--- src/rtl/assert_macros.svh ---
// Assertion macros shared by the IMU bias calibration RTL.
`ifndef ASSERT_MACROS_SVH
`define ASSERT_MACROS_SVH
`ifndef SYNTHESIS
// Check a property on every rising clock edge outside reset.
`define IBCC_ASSERT(lbl, clk, rst, prop, msg) \
   lbl: assert property (@(posedge clk) disable iff (rst) prop) else $error(msg);
// Check that a condition never holds outside reset.
`define IBCC_NEVER(lbl, clk, rst, cond, msg) \
   lbl: assert property (@(posedge clk) disable iff (rst) !(cond)) else $error(msg);
`else
`define IBCC_ASSERT(lbl, clk, rst, prop, msg)
`define IBCC_NEVER(lbl, clk, rst, cond, msg)
`endif
`endif

--- src/rtl/ibcc_pkg.sv ---
// Types and constants for the IMU bias calibration and correction block.
`default_nettype none
package ibcc_pkg;

   localparam int AXES       = 6;
   localparam int AXIS_W     = 16;
   localparam int SUM_W      = 32;
   localparam int AXIS_IDX_W = 3;
   localparam int CNT_W      = 16;
   localparam int DATA_W     = AXES * AXIS_W;

   // Axis positions inside a word
   localparam logic [AXIS_IDX_W-1:0] AXIS_AZ   = 3'd2;
   localparam logic [AXIS_IDX_W-1:0] AXIS_LAST = 3'd5;

   // One g in raw accelerometer units
   localparam logic [SUM_W-1:0] ONE_G = 32'd16384;

   localparam logic [CNT_W-1:0] SAMPLE_COUNT_RESET = 16'd64;

   // Result status codes
   localparam logic [1:0] STAT_ACCUM = 2'd0;
   localparam logic [1:0] STAT_DONE  = 2'd1;
   localparam logic [1:0] STAT_FAIL  = 2'd2;
   localparam logic [1:0] STAT_CORR  = 2'd3;

   // Shared adder operations
   localparam logic ALU_ADD = 1'b0;
   localparam logic ALU_SUB = 1'b1;

   // Divider status towards the sequencer
   typedef struct packed {
      logic busy;
      logic done;
   } div_stat_type;

endpackage
`default_nettype wire

--- src/rtl/ibcc_alu.sv ---
// Shared 32-bit add/subtract unit used by the correct, accumulate and offset write-back steps.
`default_nettype none
module ibcc_alu (
   input  wire logic                     op,
   input  wire logic [ibcc_pkg::SUM_W-1:0] a,
   input  wire logic [ibcc_pkg::SUM_W-1:0] b,
   output logic      [ibcc_pkg::SUM_W-1:0] y
);
   import ibcc_pkg::*;

   // Add or subtract with wrap
   always_comb begin
      unique case (op)
         ALU_SUB: y = a - b;
         default: y = a + b;
      endcase
   end

endmodule
`default_nettype wire

--- src/rtl/ibcc_div.sv ---
// Radix-2 restoring divider: signed 32-bit sum by unsigned 16-bit count, truncated.
`default_nettype none
module ibcc_div (
   input  wire logic                         clock,
   input  wire logic                         reset,
   input  wire logic                         start,
   input  wire logic [ibcc_pkg::SUM_W-1:0]   dividend,
   input  wire logic [ibcc_pkg::CNT_W-1:0]   divisor,
   output ibcc_pkg::div_stat_type            stat,
   output logic      [ibcc_pkg::AXIS_W-1:0]  quotient
);
   import ibcc_pkg::*;

   localparam int STEP_W = 5;
   localparam logic [STEP_W-1:0] STEPS = 5'd16;

   logic              busy_ff, busy_in;
   logic [STEP_W-1:0] step_ff, step_in;
   logic              neg_ff,  neg_in;
   logic [CNT_W-1:0]  rem_ff,  rem_in;
   logic [AXIS_W-1:0] quo_ff,  quo_in;
   logic [CNT_W-1:0]  dvs_ff,  dvs_in;
   logic [SUM_W-1:0]  mag;
   logic [CNT_W:0]    trial;
   logic              fits;

   // Magnitude of the dividend; the quotient is known to fit in 16 bits
   assign mag   = dividend[SUM_W-1] ? (SUM_W'(0) - dividend) : dividend;
   assign trial = {rem_ff, quo_ff[AXIS_W-1]};
   assign fits  = trial >= {1'b0, dvs_ff};

   // One quotient bit per cycle
   always_comb begin
      busy_in = busy_ff;
      step_in = step_ff;
      neg_in  = neg_ff;
      rem_in  = rem_ff;
      quo_in  = quo_ff;
      dvs_in  = dvs_ff;
      if (start) begin
         busy_in = 1'b1;
         step_in = STEPS;
         neg_in  = dividend[SUM_W-1];
         rem_in  = mag[SUM_W-1:AXIS_W];
         quo_in  = mag[AXIS_W-1:0];
         dvs_in  = divisor;
      end else if (busy_ff) begin
         if (step_ff == '0) begin
            busy_in = 1'b0;
         end else begin
            step_in = step_ff - 1'b1;
            rem_in  = fits ? CNT_W'(trial - {1'b0, dvs_ff}) : trial[CNT_W-1:0];
            quo_in  = {quo_ff[AXIS_W-2:0], fits};
         end
      end
   end

   always_ff @(posedge clock) begin
      if (reset) begin
         busy_ff <= 1'b0;
         step_ff <= '0;
      end else begin
         busy_ff <= busy_in;
         step_ff <= step_in;
      end
      neg_ff <= neg_in;
      rem_ff <= rem_in;
      quo_ff <= quo_in;
      dvs_ff <= dvs_in;
   end

   // Restore the sign on the way out
   assign quotient  = neg_ff ? (AXIS_W'(0) - quo_ff) : quo_ff;
   assign stat.busy = busy_ff;
   assign stat.done = busy_ff && (step_ff == '0);

endmodule
`default_nettype wire

--- src/rtl/imu_bias_calibrate_correct.sv ---
// Top level: sequencer, axis registers and result register of the IMU bias block.
// A closing word of a run does six divides, one per axis, on the one shared divider.
// Throughput: one word at a time; the next word is taken once the result is loaded
// into the output register, so a waiting result does not block the next accept.
// Reset (synchronous, high): sums, frame count and offsets cleared, count set to 64.
`default_nettype none
`include "assert_macros.svh"
module imu_bias_calibrate_correct (
   input  wire logic                          clock,
   input  wire logic                          reset,
   // request channel
   input  wire logic                          req_tvalid,
   output logic                               req_tready,
   // accel_x, accel_y, accel_z, gyro_x, gyro_y, gyro_z (16 bits each, from bit 0)
   input  wire logic [ibcc_pkg::DATA_W-1:0]   req_tdata,
   // req_type (bit 0), frame_valid (bit 1)
   input  wire logic [1:0]                    req_tuser,
   // response channel
   output logic                               rsp_tvalid,
   input  wire logic                          rsp_tready,
   // out_accel_x .. out_gyro_z (16 bits each, from bit 0)
   output logic      [ibcc_pkg::DATA_W-1:0]   rsp_tdata,
   // status (bits 1:0)
   output logic      [1:0]                    rsp_tuser,
   // sample count register
   input  wire logic                          csr_valid,
   output logic                               csr_ready,
   input  wire logic [ibcc_pkg::CNT_W-1:0]    csr_data
);
   import ibcc_pkg::*;

   localparam logic [2:0] ST_IDLE   = 3'd0;
   localparam logic [2:0] ST_CORR   = 3'd1;
   localparam logic [2:0] ST_ACC    = 3'd2;
   localparam logic [2:0] ST_CHK    = 3'd3;
   localparam logic [2:0] ST_DSTART = 3'd4;
   localparam logic [2:0] ST_DWAIT  = 3'd5;
   localparam logic [2:0] ST_DWB    = 3'd6;
   localparam logic [2:0] ST_OUT    = 3'd7;

   logic [2:0]            state_ff,  state_in;
   logic [AXIS_IDX_W-1:0] axis_ff,   axis_in;
   logic [CNT_W-1:0]      frames_ff, frames_in;
   logic [CNT_W-1:0]      count_ff,  count_in;
   logic [1:0]            status_ff, status_in;
   logic                  rsp_valid_ff, rsp_valid_in;
   logic [DATA_W-1:0]     rsp_data_ff,  rsp_data_in;
   logic [1:0]            rsp_user_ff,  rsp_user_in;

   logic [AXIS_W-1:0] samp_ff [AXES];
   logic [SUM_W-1:0]  sums_ff [AXES];
   logic [AXIS_W-1:0] offs_ff [AXES];
   logic [AXIS_W-1:0] res_ff  [AXES];

   logic              req_acc;
   logic              samp_we, run_clr, sum_we, offs_we, res_we, res_clr, rsp_load;
   logic              div_start;
   div_stat_type      div_stat;
   logic [AXIS_W-1:0] div_q;
   logic              alu_op;
   logic [SUM_W-1:0]  alu_a, alu_b, alu_y;
   logic [AXIS_W-1:0] samp_sel, offs_sel;

   assign req_acc    = req_tvalid && req_tready;
   assign req_tready = (state_ff == ST_IDLE);
   assign csr_ready  = 1'b1;
   assign samp_sel   = samp_ff[axis_ff];
   assign offs_sel   = offs_ff[axis_ff];

   ibcc_alu u_alu (
      .op (alu_op),
      .a  (alu_a),
      .b  (alu_b),
      .y  (alu_y)
   );

   ibcc_div u_div (
      .clock    (clock),
      .reset    (reset),
      .start    (div_start),
      .dividend (sums_ff[axis_ff]),
      .divisor  (frames_ff),
      .stat     (div_stat),
      .quotient (div_q)
   );

   // Sequencer: walk the six axes through the shared adder and divider
   always_comb begin
      state_in  = state_ff;
      axis_in   = axis_ff;
      frames_in = frames_ff;
      status_in = status_ff;
      samp_we   = 1'b0;
      run_clr   = 1'b0;
      sum_we    = 1'b0;
      offs_we   = 1'b0;
      res_we    = 1'b0;
      res_clr   = 1'b0;
      rsp_load  = 1'b0;
      div_start = 1'b0;
      alu_op    = ALU_ADD;
      alu_a     = '0;
      alu_b     = '0;
      unique case (state_ff)
         ST_IDLE: begin
            if (req_acc) begin
               samp_we = 1'b1;
               res_clr = 1'b1;
               axis_in = '0;
               if (req_tuser[0]) begin
                  state_in = ST_CORR;
               end else if (count_ff == '0 || !req_tuser[1]) begin
                  run_clr   = 1'b1;
                  status_in = STAT_FAIL;
                  state_in  = ST_OUT;
               end else begin
                  state_in = ST_ACC;
               end
            end
         end
         ST_CORR: begin
            alu_op = ALU_SUB;
            alu_a  = {{(SUM_W-AXIS_W){samp_sel[AXIS_W-1]}}, samp_sel};
            alu_b  = {{(SUM_W-AXIS_W){offs_sel[AXIS_W-1]}}, offs_sel};
            res_we = 1'b1;
            if (axis_ff == AXIS_LAST) begin
               status_in = STAT_CORR;
               state_in  = ST_OUT;
            end else begin
               axis_in = axis_ff + 1'b1;
            end
         end
         ST_ACC: begin
            alu_op = ALU_ADD;
            alu_a  = sums_ff[axis_ff];
            alu_b  = {{(SUM_W-AXIS_W){samp_sel[AXIS_W-1]}}, samp_sel};
            sum_we = 1'b1;
            if (axis_ff == AXIS_LAST) begin
               frames_in = frames_ff + 1'b1;
               axis_in   = '0;
               state_in  = ST_CHK;
            end else begin
               axis_in = axis_ff + 1'b1;
            end
         end
         ST_CHK: begin
            if (frames_ff != '0 && frames_ff >= count_ff) begin
               state_in = ST_DSTART;
            end else begin
               status_in = STAT_ACCUM;
               state_in  = ST_OUT;
            end
         end
         ST_DSTART: begin
            div_start = 1'b1;
            state_in  = ST_DWAIT;
         end
         ST_DWAIT: begin
            if (div_stat.done) begin
               state_in = ST_DWB;
            end
         end
         ST_DWB: begin
            // Take one g off the Z-accel offset
            alu_op  = ALU_SUB;
            alu_a   = {{(SUM_W-AXIS_W){1'b0}}, div_q};
            alu_b   = (axis_ff == AXIS_AZ) ? ONE_G : '0;
            offs_we = 1'b1;
            res_we  = 1'b1;
            if (axis_ff == AXIS_LAST) begin
               run_clr   = 1'b1;
               status_in = STAT_DONE;
               state_in  = ST_OUT;
            end else begin
               axis_in  = axis_ff + 1'b1;
               state_in = ST_DSTART;
            end
         end
         ST_OUT: begin
            if (!rsp_valid_ff || rsp_tready) begin
               rsp_load = 1'b1;
               state_in = ST_IDLE;
            end
         end
         default: state_in = ST_IDLE;
      endcase
      if (run_clr) begin
         frames_in = '0;
      end
   end

   // Hold the result word until the far side takes it
   always_comb begin
      for (int i = 0; i < AXES; i++) begin
         rsp_data_in[i*AXIS_W +: AXIS_W] = res_ff[i];
      end
      rsp_user_in  = status_ff;
      rsp_valid_in = rsp_valid_ff && !rsp_tready;
      if (!rsp_load) begin
         rsp_data_in = rsp_data_ff;
         rsp_user_in = rsp_user_ff;
      end else begin
         rsp_valid_in = 1'b1;
      end
   end

   assign count_in = (csr_valid && csr_ready) ? csr_data : count_ff;

   // Control and calibration state
   always_ff @(posedge clock) begin
      if (reset) begin
         state_ff     <= ST_IDLE;
         axis_ff      <= '0;
         frames_ff    <= '0;
         count_ff     <= SAMPLE_COUNT_RESET;
         rsp_valid_ff <= 1'b0;
         for (int i = 0; i < AXES; i++) begin
            sums_ff[i] <= '0;
            offs_ff[i] <= '0;
         end
      end else begin
         state_ff     <= state_in;
         axis_ff      <= axis_in;
         frames_ff    <= frames_in;
         count_ff     <= count_in;
         rsp_valid_ff <= rsp_valid_in;
         if (run_clr) begin
            for (int i = 0; i < AXES; i++) begin
               sums_ff[i] <= '0;
            end
         end else if (sum_we) begin
            sums_ff[axis_ff] <= alu_y;
         end
         if (offs_we) begin
            offs_ff[axis_ff] <= alu_y[AXIS_W-1:0];
         end
      end
   end

   // Payload registers
   always_ff @(posedge clock) begin
      status_ff   <= status_in;
      rsp_data_ff <= rsp_data_in;
      rsp_user_ff <= rsp_user_in;
      if (samp_we) begin
         for (int i = 0; i < AXES; i++) begin
            samp_ff[i] <= req_tdata[i*AXIS_W +: AXIS_W];
         end
      end
      if (res_clr) begin
         for (int i = 0; i < AXES; i++) begin
            res_ff[i] <= '0;
         end
      end else if (res_we) begin
         res_ff[axis_ff] <= alu_y[AXIS_W-1:0];
      end
   end

   assign rsp_tvalid = rsp_valid_ff;
   assign rsp_tdata  = rsp_data_ff;
   assign rsp_tuser  = rsp_user_ff;

   `IBCC_ASSERT(a_zero_payload, clock, reset, (rsp_tvalid && (rsp_tuser == STAT_ACCUM || rsp_tuser == STAT_FAIL) |-> rsp_tdata == '0), "accumulate or fail word carries non-zero axes")
   `IBCC_ASSERT(a_wait_busy, clock, reset, (state_ff == ST_DWAIT |-> div_stat.busy), "waiting on an idle divider")
   `IBCC_ASSERT(a_run_cleared, clock, reset, ((state_ff == ST_DWB && axis_ff == AXIS_LAST) |=> frames_ff == '0), "frame count not cleared after a finished run")

endmodule
`default_nettype wire
--- config.mk ---
export PLATFORM = sky130hd
export DESIGN_NAME = imu_bias_calibrate_correct
export DESIGN_NICKNAME = d
export VERILOG_FILES = /design/src/rtl/ibcc_pkg.sv /design/src/rtl/ibcc_alu.sv /design/src/rtl/ibcc_div.sv /design/src/rtl/imu_bias_calibrate_correct.sv
export VERILOG_INCLUDE_DIRS = /design/src /design/src/rtl
export SDC_FILE = /design/constraint.sdc
export NUM_CORES = 1
export LEC_CHECK = 0
export ABC_AREA = 1
export BUFFER_PORTS_ARGS = -buffer_cell sky130_fd_sc_hd__buf_4
export CAP_MARGIN = 20
export CORE_ASPECT_RATIO = 0.9
export CORE_UTILIZATION = 55
export DETAILED_ROUTE_END_ITERATION = 10
export PLACE_DENSITY = 0.76
export SYNTH_ARGS = -nofsm -noshare
export SYNTH_HDL_FRONTEND = slang
export SYNTH_SLANG_ARGS = --single-unit
--- constraint.sdc ---
create_clock -name clock -period 6.1 [get_ports clock]
set_clock_uncertainty 0.1 [all_clocks]
set_input_delay 0.61 -clock clock [delete_from_list [all_inputs] [get_ports clock]]
set_output_delay 0.61 -clock clock [all_outputs]
set_load 0.005 [all_outputs]
==> reports/results.txt <==
Outcome - finished clean
I/O pin cnt - 220
Syn. warnings - 0
Via count - 28600
Critical path type - flop to flop
Setup-failing EPs final - 0
Net Count, Synth - 3983
Core area - 0.0660 mm^2
Mean Syn Cell Area - 9.76 um^2
Initial DRC count - 3932
R2R depth - 23
Worst skew pair latency - 0.66 ns
Crit path largest cell delay - 0.81 ns
Die H - 248 um
RSZ-0062 raised after global routing - false
Number of global-route vias before repair - 26600
Syn Inst Count - 3788
Synthesis-to-finish area growth - 14.0%
Slew @ Worst Pin - 1.07 ns
# rows - 89
Clock root buffer - clkbuf_16
Crit path top cell by count - nand2_1
DR WL/cell - 21.7 um
Final Critical Period - 5.83 ns
CTS tree - built
NumNets Final - 4176
Drc violations - 0
Commonest cells after routing, fill and taps aside - nand2_1 (793), edfxtp_1 (725), nor2_1 (672), inv_1 (364), buf_4 (284)
Count of endpoints failing hold in the final timing report - 0
Diodes inserted - 0
CP required - 6.35 ns
Worst reg2reg setup slack - 0.27 ns
CP cell instances - inv_2 > nand3_1 > o21ai_1 > nand2_1 > nand2_1 > inv_1 > nand3_1 > nor2_2 > nand2_2 > ha_1 > o21ai_0 > inv_1 > ha_1 > inv_1 > o21bai_1 > a31oi_1 > o21ai_0 > nand2_1 > o211ai_1 > nand2_1 > nand2_1 > xnor2_1 > inv_1
Total track usage - 31.1%
GRT overflow - 0
Critical Path AT - 6.08 ns
Fmax - 172 MHz
Multi-input logic area - 0.0119 mm^2
Layout cells sized above 1 - 12.1%
Die area - 0.0682 mm^2
Register area - 0.0227 mm^2
# Max-Cap Violations - 0
Total CTS buffers - 78
WL final - 106000 um
Final Max Tran Viols - 0
Post-DP HPWL - 69900 um
DRT antenna net count - 0
Most common library cell in the layout ignoring fill and taps - nand2_1
First-pass GRT wire length - 158000 um
HP Class - input port to flop
Port-buffer cells - 218
Startpoint Class - flop
Crit path max-delay cell type - inv_2
Initial core utilization - 56.0%
Worst-case clock buffer depth - 3
Library cells used by synthesis - 57
Final worst-path cycle share - 95.5%
CP Max Fanout - 38
Die Wd - 275 um
RD Place Congestion - 0.994
Reg clk slew, reported paths - 0.06 ns
Sequential fraction of the synthesis area - 61.5%
H-Tree Depth - 3
Post-Syn Area - 0.0370 mm^2
WP buf/inv - 5
Via density per instance - 5.82
CP Capture Type - flop
Flops & latches, synth - 773
Setup Buffers After CTS - 0
Initial antenna violation count - 0
Worst path top cell family by delay - simple AND/OR/NAND/NOR gates
Reg-to-Reg End - sums_ff[6][26]
Worst Min Path Start - req_tdata[84]
Hold path cells - 1
Setup TNS - 0 ns
Largest net degree at the start of global routing - 62
Slew headroom - 28.1%
Drt pass-1 iters - 8
Hold worst-path end - samp_ff[5][4]
CTS Sinks - 773
Fill cells - 5079
[metal layers]
metal | vias to the layer above | global-route usage [%] | part of all wire, % | wire length [um]
met5 | - | 0 | 0 | 0
met4 | 0 | 12.9 | 4.1 | 4320
met3 | 272 | 6.01 | 11 | 11600
met2 | 1699 | 47.3 | 45 | 47600
met1 | 13500 | 43.9 | 40 | 42700
li1 | 13100 | - | - | -
[area by class of cell]
| class | instances | area share (%) |
|---|---|---|
| clock buffer | 87 | 4.76 |
| clock inverter | 55 | 1.69 |
| inverter | 381 | 3.41 |
| multi-input combinational | 2457 | 28.3 |
| sequential | 773 | 54.0 |
| tap | 864 | 2.57 |
| timing repair buffer | 290 | 5.25 |
[Yosys cell counts (all sizes together)]
library cell | number | area (um^2)
inv | 378 | 1420
o21a | 4 | 30.0
o211ai | 49 | 388
o221ai | 12 | 105
o21bai | 8 | 60.1
nor2 | 690 | 2650
clkbuf | 73 | 274
and2 | 2 | 12.5
nand3b | 11 | 82.6
fa | 2 | 40.0
edfxtp | 725 | 21800
a21oi | 117 | 586
o31ai | 2 | 15.0
buf | 104 | 726
clkinv | 3 | 11.3
ha | 74 | 926
nor3b | 5 | 37.5
or2 | 7 | 43.8
a31oi | 5 | 31.3
a221oi | 4 | 35.0
nand2 | 804 | 3050
nand4 | 18 | 113
a211oi | 2 | 15.0
nand3 | 282 | 1420
xor2 | 35 | 314
xnor2 | 29 | 269
and3 | 1 | 6.26
conb | 1 | 3.75
nor4 | 9 | 56.3
o22ai | 5 | 31.3
nor3 | 32 | 181
dfxtp | 48 | 961
a21o | 8 | 60.1
a41oi | 1 | 8.76
o21ai | 232 | 1180
a21boi | 6 | 48.8
[cell families (layout without fill, tap and decap cells)]
logic type      count (synthesis)  in the layout  synth area share [%]
flops                         773            773                  61.5
xor+xnor                       64             64                  1.58
simple gates                 1861           1861                  20.7
compound gates                455            455                  7.02
other cells                     1              1                0.0101
fa+ha+maj                      76             76                  2.61
buf+inv                       558            813                  6.58
[flip-flops by register name (all words and copies together), names as in the netlist, 3 cells and up, named ones only]
name,cells
res_ff,96
u_div.step_ff,5
samp_ff,96
frames_ff,16
rsp_tdata,96
u_div.rem_ff,16
u_div.dvs_ff,16
offs_ff,128
sums_ff,256
axis_ff,3
count_ff,16
u_div.quo_ff,16
state_ff,3
[what timing repair did]
item / 4_1_cts / 5_1_grt
hold buffers: 2 / 2
endpoints found under the setup margin: 0 / 0
hold endpoints to repair: 2 / 2
gates resized for setup: 0 / 0
[how the worst max path moves through the flow]
stage | cells past startpoint | endpoint | startpoint | slack, ns
final | 23 | sums_ff[6][26] | flop | 0.27
after global routing | 22 | sums_ff[3][27] | flop | 0.12
after CTS | 23 | sums_ff[7][26] | flop | 0.48
after detailed placement | 23 | sums_ff[6][26] | flop | 0.54
after global placement | 22 | sums_ff[6][27] | flop | 0.69
after floorplan | 5 | rsp_tdata[0] | state_ff[2] | 0.61
[stage by stage]
step	cell area (um^2)	hold WS, ns	util [%]	cells	setup WS (ns)
finish	42100	0.0237	63.8	4907	0.273
global route	42100	0.00149	63.8	4907	0.121
CTS	42100	0.000130	63.8	4905	0.476
detailed placement	39400	0.305	59.6	4761	0.540
global placement	39400	0.301	59.6	4761	0.690
floorplan	37000	0.300	-	3788	0.609
Power is left out: the tool's default activity adds up to more than one toggle a clock period on the data nets, which glitch-free logic cannot reach.
